$ cat src/rtl/core/mck_pkg.sv
// ----------------------------------------------------------------------------
// mck_pkg: Morse keyer shared definitions
// Character classes, code table and segment lengths used by the keyer.
// ----------------------------------------------------------------------------
package mck_pkg;

  localparam int unsigned CharW     = 8;
  localparam int unsigned UnitW     = 16;
  localparam int unsigned LenW      = 3;
  localparam int unsigned DurW      = 18;
  localparam int unsigned IdxW      = 6;
  localparam int unsigned MaxElems  = 5;
  localparam int unsigned ElemCntW  = 3;

  localparam logic [UnitW-1:0] UnitTimeReset = 16'd100;

  localparam logic [LenW-1:0] UnitsDot       = 3'd1;
  localparam logic [LenW-1:0] UnitsDash      = 3'd3;
  localparam logic [LenW-1:0] UnitsElemGap   = 3'd1;
  localparam logic [LenW-1:0] UnitsLetterGap = 3'd3;
  localparam logic [LenW-1:0] UnitsWordExtra = 3'd4;

  // code table indices of the letters that spell out a full stop
  localparam logic [IdxW-1:0] StopLetters [4] = '{6'd28, 6'd29, 6'd24, 6'd25};

  typedef enum logic [1:0] {
    KIND_NONE,
    KIND_CODE,
    KIND_SPACE,
    KIND_PERIOD
  } char_kind_e;

  // one letter's code: element count and pattern, bit i set = element i is a dash
  typedef struct packed {
    logic [ElemCntW-1:0] len;
    logic [MaxElems-1:0] pat;
  } code_t;

  typedef struct packed {
    logic load;
    logic emit_mark;
    logic emit_gap;
    logic emit_word;
  } mck_cmd_t;

  typedef struct packed {
    char_kind_e kind;
    logic       last_elem;
    logic       more_letters;
    logic       out_free;
  } mck_sts_t;

  function automatic logic [CharW-1:0] fold_case(input logic [CharW-1:0] c);
    logic [CharW-1:0] r;
    r = c;
    if (c >= 8'h41 && c <= 8'h5a) r = c + 8'h20;
    return r;
  endfunction

  function automatic char_kind_e char_kind(input logic [CharW-1:0] c);
    char_kind_e k;
    k = KIND_NONE;
    if ((c >= 8'h30 && c <= 8'h39) || (c >= 8'h61 && c <= 8'h7a)) k = KIND_CODE;
    else if (c == 8'h20) k = KIND_SPACE;
    else if (c == 8'h2e) k = KIND_PERIOD;
    return k;
  endfunction

  // digits first, then a-z; only meaningful for KIND_CODE
  function automatic logic [IdxW-1:0] char_index(input logic [CharW-1:0] c);
    logic [CharW-1:0] r;
    if (c <= 8'h39) r = c - 8'h30;
    else r = c - 8'h61 + 8'd10;
    return r[IdxW-1:0];
  endfunction

  function automatic code_t code_lookup(input logic [IdxW-1:0] idx);
    code_t r;
    unique case (idx)
      6'd0:  r = '{3'd5, 5'b11111};
      6'd1:  r = '{3'd5, 5'b11110};
      6'd2:  r = '{3'd5, 5'b11100};
      6'd3:  r = '{3'd5, 5'b11000};
      6'd4:  r = '{3'd5, 5'b10000};
      6'd5:  r = '{3'd5, 5'b00000};
      6'd6:  r = '{3'd5, 5'b00001};
      6'd7:  r = '{3'd5, 5'b00011};
      6'd8:  r = '{3'd5, 5'b00111};
      6'd9:  r = '{3'd5, 5'b01111};
      6'd10: r = '{3'd2, 5'b00010};
      6'd11: r = '{3'd4, 5'b00001};
      6'd12: r = '{3'd4, 5'b00101};
      6'd13: r = '{3'd3, 5'b00001};
      6'd14: r = '{3'd1, 5'b00000};
      6'd15: r = '{3'd4, 5'b00100};
      6'd16: r = '{3'd3, 5'b00011};
      6'd17: r = '{3'd4, 5'b00000};
      6'd18: r = '{3'd2, 5'b00000};
      6'd19: r = '{3'd4, 5'b01110};
      6'd20: r = '{3'd3, 5'b00101};
      6'd21: r = '{3'd4, 5'b00010};
      6'd22: r = '{3'd2, 5'b00011};
      6'd23: r = '{3'd2, 5'b00001};
      6'd24: r = '{3'd3, 5'b00111};
      6'd25: r = '{3'd4, 5'b00110};
      6'd26: r = '{3'd4, 5'b01011};
      6'd27: r = '{3'd3, 5'b00010};
      6'd28: r = '{3'd3, 5'b00000};
      6'd29: r = '{3'd1, 5'b00001};
      6'd30: r = '{3'd3, 5'b00100};
      6'd31: r = '{3'd4, 5'b01000};
      6'd32: r = '{3'd3, 5'b00110};
      6'd33: r = '{3'd4, 5'b01001};
      6'd34: r = '{3'd4, 5'b01101};
      6'd35: r = '{3'd4, 5'b00011};
      default: r = '{3'd1, 5'b00000};
    endcase
    return r;
  endfunction

endpackage

$ cat src/rtl/core/mck_ctrl.sv
// ----------------------------------------------------------------------------
// mck_ctrl: Morse keyer sequencer
// Walks a character through mark and gap segments, one per free output slot.
// ----------------------------------------------------------------------------
module mck_ctrl import mck_pkg::*; (
  input  logic     clk_i,
  input  logic     rst_ni,
  input  logic     in_valid_i,
  output logic     in_ready_o,
  input  mck_sts_t sts_i,
  output mck_cmd_t cmd_o
);

  localparam logic [1:0] ST_IDLE = 2'd0;
  localparam logic [1:0] ST_MARK = 2'd1;
  localparam logic [1:0] ST_GAP  = 2'd2;
  localparam logic [1:0] ST_WORD = 2'd3;

  logic [1:0] state_q, state_d;

  assign in_ready_o = (state_q == ST_IDLE);

  always_comb begin
    state_d = state_q;
    cmd_o   = '0;
    unique case (state_q)
      ST_IDLE: begin
        if (in_valid_i) begin
          cmd_o.load = 1'b1;
          unique case (sts_i.kind)
            KIND_CODE, KIND_PERIOD: state_d = ST_MARK;
            KIND_SPACE:             state_d = ST_WORD;
            default:                state_d = ST_IDLE;
          endcase
        end
      end
      ST_MARK: begin
        if (sts_i.out_free) begin
          cmd_o.emit_mark = 1'b1;
          state_d         = ST_GAP;
        end
      end
      ST_GAP: begin
        if (sts_i.out_free) begin
          cmd_o.emit_gap = 1'b1;
          if (!sts_i.last_elem || sts_i.more_letters) state_d = ST_MARK;
          else state_d = ST_IDLE;
        end
      end
      ST_WORD: begin
        if (sts_i.out_free) begin
          cmd_o.emit_word = 1'b1;
          state_d         = ST_IDLE;
        end
      end
      default: state_d = ST_IDLE;
    endcase
  end

  always_ff @(posedge clk_i or negedge rst_ni) begin
    if (!rst_ni) begin
      state_q <= ST_IDLE;
    end else begin
      state_q <= state_d;
    end
  end

`ifndef SYNTHESIS
  // the word gap and the final letter gap both end the character
  a_last_to_idle: assert property (@(posedge clk_i) disable iff (!rst_ni)
    (cmd_o.emit_word || (cmd_o.emit_gap && sts_i.last_elem && !sts_i.more_letters))
    |=> state_q == ST_IDLE)
    else $error("sequencer did not return to idle after final segment");

  a_mark_then_gap: assert property (@(posedge clk_i) disable iff (!rst_ni)
    cmd_o.emit_mark |=> state_q == ST_GAP)
    else $error("mark not followed by gap");
`endif

endmodule

$ cat src/rtl/core/mck_dp.sv
// ----------------------------------------------------------------------------
// mck_dp: Morse keyer datapath
// Holds the unit time, the current letter pattern and the segment register.
// ----------------------------------------------------------------------------
module mck_dp import mck_pkg::*; (
  input  logic             clk_i,
  input  logic             rst_ni,
  input  logic             cfg_we_i,
  input  logic [UnitW-1:0] cfg_wdata_i,
  input  logic [CharW-1:0] char_code_i,
  input  mck_cmd_t         cmd_i,
  output mck_sts_t         sts_o,
  input  logic             out_ready_i,
  output logic             out_valid_o,
  output logic             key_on_o,
  output logic [LenW-1:0]  length_units_o,
  output logic [DurW-1:0]  duration_ticks_o,
  output logic             last_segment_o
);

  logic [UnitW-1:0]    unit_q;
  logic [MaxElems-1:0] pat_q, pat_d;
  logic [ElemCntW-1:0] rem_q, rem_d;
  logic                period_q, period_d;
  logic [1:0]          stop_q, stop_d;
  logic                ovalid_q, ovalid_d;
  logic                key_q, last_q;
  logic [LenW-1:0]     len_q;
  logic [DurW-1:0]     dur_q;

  logic [CharW-1:0] ch;
  char_kind_e       kind;
  code_t            code;
  logic [IdxW-1:0]  idx;
  logic             emit;
  logic             seg_key, seg_last;
  logic [LenW-1:0]  seg_len;
  logic [1:0]       stop_nx;

  assign ch      = fold_case(char_code_i);
  assign kind    = char_kind(ch);
  assign stop_nx = stop_q + 2'd1;

  always_comb begin
    if (cmd_i.load) begin
      idx = (kind == KIND_PERIOD) ? StopLetters[0] : char_index(ch);
    end else begin
      idx = StopLetters[stop_nx];
    end
  end
  assign code = code_lookup(idx);

  assign sts_o.kind         = kind;
  assign sts_o.last_elem    = (rem_q == ElemCntW'(1));
  assign sts_o.more_letters = period_q && (stop_q != 2'd3);
  assign sts_o.out_free     = !ovalid_q || out_ready_i;

  assign emit = cmd_i.emit_mark || cmd_i.emit_gap || cmd_i.emit_word;

  always_comb begin
    seg_key  = 1'b0;
    seg_len  = UnitsWordExtra;
    seg_last = 1'b1;
    if (cmd_i.emit_mark) begin
      seg_key  = 1'b1;
      seg_len  = pat_q[0] ? UnitsDash : UnitsDot;
      seg_last = 1'b0;
    end else if (cmd_i.emit_gap) begin
      seg_len  = sts_o.last_elem ? UnitsLetterGap : UnitsElemGap;
      seg_last = sts_o.last_elem && !sts_o.more_letters;
    end
  end

  always_comb begin
    pat_d    = pat_q;
    rem_d    = rem_q;
    period_d = period_q;
    stop_d   = stop_q;
    if (cmd_i.load) begin
      pat_d    = code.pat;
      rem_d    = code.len;
      period_d = (kind == KIND_PERIOD);
      stop_d   = 2'd0;
    end else if (cmd_i.emit_gap) begin
      if (!sts_o.last_elem) begin
        pat_d = pat_q >> 1;
        rem_d = rem_q - ElemCntW'(1);
      end else if (sts_o.more_letters) begin
        // next letter of the full stop spelling
        pat_d  = code.pat;
        rem_d  = code.len;
        stop_d = stop_nx;
      end
    end
  end

  always_comb begin
    ovalid_d = ovalid_q;
    if (emit) ovalid_d = 1'b1;
    else if (out_ready_i) ovalid_d = 1'b0;
  end

  always_ff @(posedge clk_i or negedge rst_ni) begin
    if (!rst_ni) begin
      unit_q   <= UnitTimeReset;
      ovalid_q <= 1'b0;
      period_q <= 1'b0;
      stop_q   <= 2'd0;
      rem_q    <= '0;
    end else begin
      if (cfg_we_i) unit_q <= cfg_wdata_i;
      ovalid_q <= ovalid_d;
      period_q <= period_d;
      stop_q   <= stop_d;
      rem_q    <= rem_d;
    end
  end

  always_ff @(posedge clk_i) begin
    pat_q <= pat_d;
    if (emit) begin
      key_q  <= seg_key;
      len_q  <= seg_len;
      last_q <= seg_last;
      dur_q  <= DurW'(DurW'(seg_len) * DurW'(unit_q));
    end
  end

  assign out_valid_o      = ovalid_q;
  assign key_on_o         = key_q;
  assign length_units_o   = len_q;
  assign duration_ticks_o = dur_q;
  assign last_segment_o   = last_q;

`ifndef SYNTHESIS
  a_no_overwrite: assert property (@(posedge clk_i) disable iff (!rst_ni)
    emit |-> (!ovalid_q || out_ready_i))
    else $error("segment register overwritten before transfer");

  a_mark_has_elem: assert property (@(posedge clk_i) disable iff (!rst_ni)
    (cmd_i.emit_mark || cmd_i.emit_gap) |-> rem_q != '0)
    else $error("segment emitted with no element left");
`endif

endmodule

$ cat src/rtl/core/morse_code_keyer_top.sv
// ----------------------------------------------------------------------------
// morse_code_keyer_top: Morse code keyer
// Turns one ASCII character into on/off keying segments with ITU timing.
//
//   channel  direction  handshake              payload
//   in       input      in_valid_i/in_ready_o    char_code_i
//   out      output     out_valid_o/out_ready_i  key_on_o, length_units_o,
//                                                duration_ticks_o, last_segment_o
//   cfg      input      cfg_we_i                 cfg_wdata_i (unit time)
//
// Each element makes a mark and a gap segment (a full stop: 22 segments); the
// sequencer emits into the single segment register, so a stalled out_ready_i
// holds it back.
// A new character is taken once the last segment has been loaded.
// Reset (asynchronous, active low) clears the sequencer and sets unit time 100.
// ----------------------------------------------------------------------------
module morse_code_keyer_top import mck_pkg::*; (
  input  logic             clk_i,
  input  logic             rst_ni,
  input  logic             cfg_we_i,
  input  logic [UnitW-1:0] cfg_wdata_i,
  input  logic             in_valid_i,
  output logic             in_ready_o,
  input  logic [CharW-1:0] char_code_i,
  output logic             out_valid_o,
  input  logic             out_ready_i,
  output logic             key_on_o,
  output logic [LenW-1:0]  length_units_o,
  output logic [DurW-1:0]  duration_ticks_o,
  output logic             last_segment_o
);

  mck_cmd_t cmd;
  mck_sts_t sts;

  mck_ctrl u_ctrl (
    .clk_i      (clk_i),
    .rst_ni     (rst_ni),
    .in_valid_i (in_valid_i),
    .in_ready_o (in_ready_o),
    .sts_i      (sts),
    .cmd_o      (cmd)
  );

  mck_dp u_dp (
    .clk_i            (clk_i),
    .rst_ni           (rst_ni),
    .cfg_we_i         (cfg_we_i),
    .cfg_wdata_i      (cfg_wdata_i),
    .char_code_i      (char_code_i),
    .cmd_i            (cmd),
    .sts_o            (sts),
    .out_ready_i      (out_ready_i),
    .out_valid_o      (out_valid_o),
    .key_on_o         (key_on_o),
    .length_units_o   (length_units_o),
    .duration_ticks_o (duration_ticks_o),
    .last_segment_o   (last_segment_o)
  );

endmodule
$ cat config.mk
export PLATFORM = sky130hd
export DESIGN_NAME = morse_code_keyer_top
export DESIGN_NICKNAME = d
export VERILOG_FILES = /design/src/rtl/core/mck_pkg.sv /design/src/rtl/core/mck_ctrl.sv /design/src/rtl/core/mck_dp.sv /design/src/rtl/core/morse_code_keyer_top.sv
export SDC_FILE = /design/constraint.sdc
export NUM_CORES = 1
export LEC_CHECK = 0
export ABC_AREA = 1
export BUFFER_PORTS_ARGS = -buffer_cell sky130_fd_sc_hd__buf_4
export CAP_MARGIN = 20
export CORE_MARGIN = 5
export CORE_UTILIZATION = 40
export DETAILED_ROUTE_END_ITERATION = 8
export PLACE_DENSITY = 0.57
export SLEW_MARGIN = 20
export SYNTH_ARGS = -nofsm -noshare
export SYNTH_HDL_FRONTEND = slang
export SYNTH_SLANG_ARGS = --single-unit
$ cat constraint.sdc
create_clock -name clk_i -period 5.4 [get_ports clk_i]
set_input_delay 0.81 -clock clk_i [delete_from_list [all_inputs] [get_ports clk_i]]
set_output_delay 0.81 -clock clk_i [all_outputs]
set_load 0.01 [all_outputs]
==> results of run 1 <==
## cell families after synthesis
kind of cell             Yosys count
multiplexers                      10
AO/OA/AOI/OAI                     79
XOR/XNOR                          20
AND/OR/NAND/NOR                  232
buffers and inverters            105
flip-flops                        53
adder cells (fa/ha/maj)           53
## cell type report
class / instances / area [sq um] / share of cell area (%)
inverter: 95 / 362 / 7.12
sequential: 53 / 1470 / 28.9
multi-input combinational: 394 / 2570 / 50.6
clock buffer: 8 / 80.1 / 1.58
tap: 140 / 175 / 3.45
timing repair buffer: 56 / 420 / 8.28
## registers in the layout (all words and copies together), names as in the netlist
name / count
u_dp.duration_ticks_o: 18
u_dp.unit_q: 16
u_dp.pat_q: 5
u_dp.length_units_o: 3
u_dp.rem_q: 3
u_ctrl.state_q: 2
u_dp.stop_q: 2
u_dp.key_on_o: 1
u_dp.last_segment_o: 1
u_dp.out_valid_o: 1
u_dp.period_q: 1
## power by group
group / leakage [nW] / internal, mW / switching [mW] / total (mW)
Clock: 0.0395 / 0.0924 / 0.123 / 0.215
Sequential: 0.567 / 0.664 / 0.0644 / 0.729
Combinational: 1.95 / 0.580 / 0.952 / 1.53
Total: 2.56 / 1.34 / 1.14 / 2.48
## stage by stage
stage	hold WS (ns)	worst slack (ns)	total power [mW]	cell area, sq um
after floorplan	0.449	1.00	1.85	4460
after global routing	0.406	0.320	2.75	5080
after global placement	0.470	0.735	2.26	4990
final	0.399	0.832	2.48	5080
after CTS	0.395	0.855	2.51	5080
after detailed placement	0.481	0.522	2.28	5000
## cell usage after synthesis (10+ instances only)
| library cell | instances |
|---|---|
| nand2_1 | 135 |
| inv_1 | 84 |
| nor2_1 | 40 |
| ha_1 | 38 |
| a21oi_1 | 29 |
| edfxtp_1 | 28 |
| nand3_1 | 23 |
| dfrtp_1 | 22 |
| o21ai_0 | 19 |
| xor2_1 | 17 |
| fa_1 | 15 |
| inv_2 | 10 |
## worst max path at each step
stage           startpoint                        end  slack (ns)  cells past startpoint
2_1_floorplan  out_ready_i  u_dp.duration_ticks_o[16]        1.00                     23
3_3_place_gp   out_ready_i  u_dp.duration_ticks_o[16]        0.73                     24
3_5_place_dp   out_ready_i  u_dp.duration_ticks_o[16]        0.52                     27
4_1_cts        out_ready_i  u_dp.duration_ticks_o[16]        0.86                     27
5_1_grt        out_ready_i  u_dp.duration_ticks_o[16]        0.32                     27
6_report       out_ready_i  u_dp.duration_ticks_o[16]        0.83                     27
## routing by layer
layer	vias to the layer above	GRT usage [%]	share of wire, %
met4	0	4.54	1.3
li1	1879	-	-
met5	-	0	0
met2	64	26.7	49
met3	7	2.09	4.1
met1	1699	18.9	45
## worst register-to-register path, cell delays in order, from the launching register on
cell and delay [ns]:
dfrtp_1 0.35, inv_1 0.04, nor2_1 0.31, nor2_1 0.16, nor2_1 0.36, inv_1 0.07, buf_4 0.20, nand2_1 0.09
fa_1 0.40, inv_1 0.06, ha_1 0.16, inv_1 0.06, fa_1 0.41, nand3b_1 0.19, nand2_1 0.12, a21oi_1 0.08
o21bai_1 0.18, nand2_1 0.07, nand2_1 0.06, a21oi_1 0.09, nor2_1 0.11, o21ai_0 0.08, nand2_1 0.08, nand2_1 0.05
inv_1 0.08, nand4_1 0.08, nand2_1 0.08, xor2_1 0.06
==> results by group, run 1 <==
Outcome
  – Status: finished, final reports clean

Yosys
  – Asr flop ratio synth: 47.2%
  – Post-synthesis adder-cell area fraction: 17.4%
  – Xor-xnor portion of the synthesized cell area: 4.10%
  – Unique cell type count in the Yosys netlist: 46
  – Sequential cell area fraction in the yosys report: 33.0%
  – Area contributors post-synth: edfxtp_1, dfrtp_1, nand2_1
  – Multiplexer share of the synthesized area: 2.50%
  – Yosys top cell area share: 18.9%
  – Top_reg_cell synth: edfxtp_1
  – Compound-Gate Fraction of Synth Area: 10.2%
  – Avg Cell Area, Syn: 8.07 sq um
  – Synth Register Bits: 53
  – Synth Area in Simple Gates: 23.4%
  – Synthesized area: 4460 sq um
  – Largest family of logic cells by synthesized area: simple AND/OR/NAND/NOR gates
  – Cell taking the most area after synthesis: edfxtp_1
  – Post-synthesis instance total: 552
  – Post-synth EDFFs: 28
  – Synthesized net count: 634
  – Synth Warn #: 0

CTS
  – Clock tree sinks: 53
  – Max Root-Sink Buffers: 2
  – Post-CTS Setup Inserts: 0
  – Worst skew pair latency: 0.31 ns
  – Root buf cell: clkbuf_8
  – Post-CTS Hold Fix Bufs: 0
  – Total CTS buffers: 5
  – CTS tree: built
  – Worst-path clk slew: 0.09 ns
  – CTS HTree Levels: 2
  – CTS resizes: 0

Timing
  – Fmax: 0.219 GHz
  – RSZ-0062 raised after global routing: false
  – Slew Limit Fails: 0
  – Worst-Margin Slew: 0.695 ns
  – Post-route setup TNS: 0 ns
  – Rel. slew slack: 53.6%
  – Final setup viols: 0
  – Clk_skew: 0.00943 ns
  – Minimum clock period: 4.57 ns
  – Fin. Hold Viols: 0
  – Period utilization: 84.6%

Floorplanning
  – Die Y: 116 microns
  – Die W: 116 microns
  – FP Rows: 38
  – Core area: 10900 sq um
  – Initial Utilization: 40.9%
  – I/O pin count: 54
  – DIE AREA: 13400 sq um

Cells and area
  – Area growth, synth to finish: 14.0%
  – Diode count: 0
  – Nets@finish: 687
  – Core Util, Final: 46.6%
  – FILL cells: 1088
  – Leading cell type in the layout, fill and taps excluded: nand2_1
  – Share of cells above drive strength 1: 18.3%
  – Most frequent cells in the layout: nand2_1, inv_1, buf_4
  – Final std cells w/o fill: 746

Detailed routing
  – Via Count: 3649
  – Residual DRC: 0
  – Vias per std cell: 4.89
  – First-pass DRT Iterations: 8
  – Initial detailed-routing violation count: 115
  – Routed WL per cell: 12.5 microns
  – Antenna Violating Nets Remaining: 0
  – Final WL: 9350 microns

Power and ir drop
  – Leakage: 2.56 nW
  – Peak supply drop: 0.209 mV
  – Pwr dens: 488 nW/um^2

Global route
  – First-pass GRT wire length: 16300 microns
  – Initial antenna violation count: 0
  – Grt ovf: 0
  – Vias in the first global route: 3666
  – GRT Resource Usage Total: 15.0%
  – Largest net degree at the start of global routing: 26

Flow run
  – Maxcap violations: 0

Critical path
  – Critical path data required time: 5.47 ns
  – Reg2Reg Launch Point: u_dp.out_valid_o
  – CP Capture Type: flop
  – Critical path type: input port to flop
  – CP top delay family: simple AND/OR/NAND/NOR gates
  – Crit-path max FO: 16
  – Slowest-stage cell, CP: fa_1
  – Worst setup SP type: input port
  – Reg-to-reg endpoint: u_dp.duration_ticks_o[16]
  – Reg2reg path depth: 27
  – Buf/Inv on CP: 6
  – Most used cell, CP: nand2_1
  – Largest stage delay on the critical path: 0.41 ns
  – Reg2reg setup slack: 1.06 ns
  – Worst endpoint data arrival time: 4.63 ns

Placement
  – DP HPWL: 7300 microns
  – Port-buffer cells: 53
  – Cells after DPL: 738
  – Routability cong.: 0.822

Min path
  – Min-delay worst type: input port to async pin
Power figures use the tool's default switching activity.
==> run 2: changes to the inputs <==
Settings changed: PLACE_DENSITY 0.57 to 0.6.
Clock period 5.4 ns to 4.05 ns, I/O delays scaled along.
==> results by group, run 2 (synthesis results as in run 1) <==
CTS
  – Post-CTS Hold Fix Bufs: 0
  – Clock tree sinks: 53
  – Root buf cell: clkbuf_8
  – CTS tree: built
  – Max Root-Sink Buffers: 2
  – CTS HTree Levels: 2
  – Worst-path clk slew: 0.09 ns
  – Total CTS buffers: 5
  – Worst skew pair latency: 0.30 ns

Global route
  – Largest net degree at the start of global routing: 26
  – Grt ovf: 0
  – First-pass GRT wire length: 16300 microns
  – Initial antenna violation count: 0
  – GRT Resource Usage Total: 14.6%
  – Vias in the first global route: 3804

Timing
  – Minimum clock period: 3.75 ns
  – Fmax: 0.267 GHz
  – Final worst slack: 0.299 ns
  – Final setup viols: 0
  – Slew Limit Fails: 0
  – Rel. slew slack: 57.4%
  – Post-route setup TNS: 0 ns
  – Period utilization: 92.6%
  – Worst-Margin Slew: 0.638 ns
  – Fin Hold WS: 0.194 ns
  – Fin. Hold Viols: 0
  – Clk_skew: 0.00578 ns

Cells and area
  – Share of cells above drive strength 1: 25.2%
  – Area growth, synth to finish: 21.5%
  – Diode count: 0
  – Nets@finish: 723
  – Core Util, Final: 49.7%
  – Leading cell type in the layout, fill and taps excluded: nand2_1
  – Most frequent cells in the layout: nand2_1, buf_4, inv_1
  – Max reg flops: 18
  – Final Cell Area: 5410 sq um

Placement
  – Dpl ws: -0.0639 ns
  – DP HPWL: 7490 microns
  – Routability cong.: 0.860
  – DP Area: 5210 sq um
  – Port-buffer cells: 53

Critical path
  – Worst setup SP type: input port
  – Crit path cell chain: buf_4, nor2_2, nor2_4, buf_4, nor2_4, buf_4, nand2_1, fa_1, inv_1, ha_1, a21oi_1, o211ai_1, a21oi_1, o21ai_0, nand3_1, nand2_1, nand3_1, nand2_1, a31oi_1, xor2_1
  – Largest stage delay on the critical path: 0.53 ns
  – CP Capture Type: flop
  – Worst endpoint data arrival time: 3.81 ns
  – Critical path data required time: 4.11 ns
  – Critical path type: input port to flop
  – Crit-path max FO: 13
  – Slowest-stage cell, CP: fa_1

Floorplanning
  – DIE AREA: 13400 sq um
  – I/O pin count: 54
  – FP Rows: 38
  – Die W: 116 microns
  – Core area: 10900 sq um
  – Initial Utilization: 40.9%
  – Die Y: 116 microns

Detailed routing
  – Antenna Violating Nets Remaining: 0
  – Final WL: 9500 microns
  – Initial detailed-routing violation count: 214
  – Vias per std cell: 4.87
  – Via Count: 3807
  – First-pass DRT Iterations: 5
  – Routed WL per cell: 12.1 microns
  – Residual DRC: 0

Min path
  – Min-delay worst type: input port to async pin

Power and ir drop
  – Peak supply drop: 0.291 mV
  – Leakage: 2.74 nW
  – Pwr dens: 663 nW/um^2

Flow run
  – Maxcap violations: 0

Outcome
  – Status: finished, final reports clean
run 2: cell types whose count changed in the layout (fill, tap and decap cells not counted), moves of 2 or more:
cell      previous run  this run
buf_4               56        90
nor2_1              39        32
nor2_2               5         9
clkbuf_1             3         0
inv_1               84        81
inv_2               10        13
nor2_4               3         6
clkinv_1             0         2
run 2: final cells by class:
cell class / instances / area (sq um)
Clock buffer: 5 / 68.8
Clock inverter: 3 / 12.5
Fill cell: 1050 / 5470
Inverter: 95 / 362
Multi-Input combinational cell: 394 / 2620
Sequential cell: 53 / 1470
Tap cell: 140 / 175
Timing Repair Buffer: 92 / 707
run 2: what timing repair did:
item | CTS | global route
buffers inserted | 0 | 7
gates resized for setup | 0 | 18
endpoints found under the setup margin | 0 | 5
run 2: final timing paths:
| kind | from | to | slack [ns] | depth (start not counted) |
|---|---|---|---|---|
| setup / recovery | out_ready_i | u_dp.duration_ticks_o[17] | 0.30 | 20 |
| hold / removal | rst_ni | u_dp.out_valid_o | 0.19 | 1 |
| setup reg to reg | u_ctrl.state_q[0] | u_dp.duration_ticks_o[16] | 0.30 | 27 |
| hold reg to reg | u_dp.period_q | u_dp.period_q | 0.52 | 2 |
| max in group asynchronous | rst_ni | u_dp.unit_q[6] | 3.54 | 1 |
| min in group clk_i | cfg_wdata_i[1] | u_dp.unit_q[1] | 0.51 | 3 |
run 2: critical path: cells and delay by family:
family	cells	cell delay [ns]
and+or+nand+nor	8	0.90
adders and majority gates	2	0.85
AOI/OAI and AO/OA	5	0.78
buffers and inverters	4	0.51
xor gates and xnor gates	1	0.15
run 2: power by group:
part           switching, mW  internal (mW)  total, mW
clock network          0.171          0.117      0.288
registers             0.0858          0.885      0.971
logic                   1.34          0.992       2.33
total                   1.59           1.99       3.59
run 2: per-stage QoR:
stage	std cells	total power, mW
finish	782	3.59
global route	782	3.95
CTS	775	3.52
detailed placement	767	3.22
global placement	767	3.17
floorplan	552	2.47
run 2: per-layer routing:
metal	GRT usage [%]	routed length, microns	vias to the layer above
li1	-	-	1946
met1	18.6	4180	1780
met2	26.2	4710	73
met3	1.83	502	8
met4	3.99	104	0
met5	0	0	-
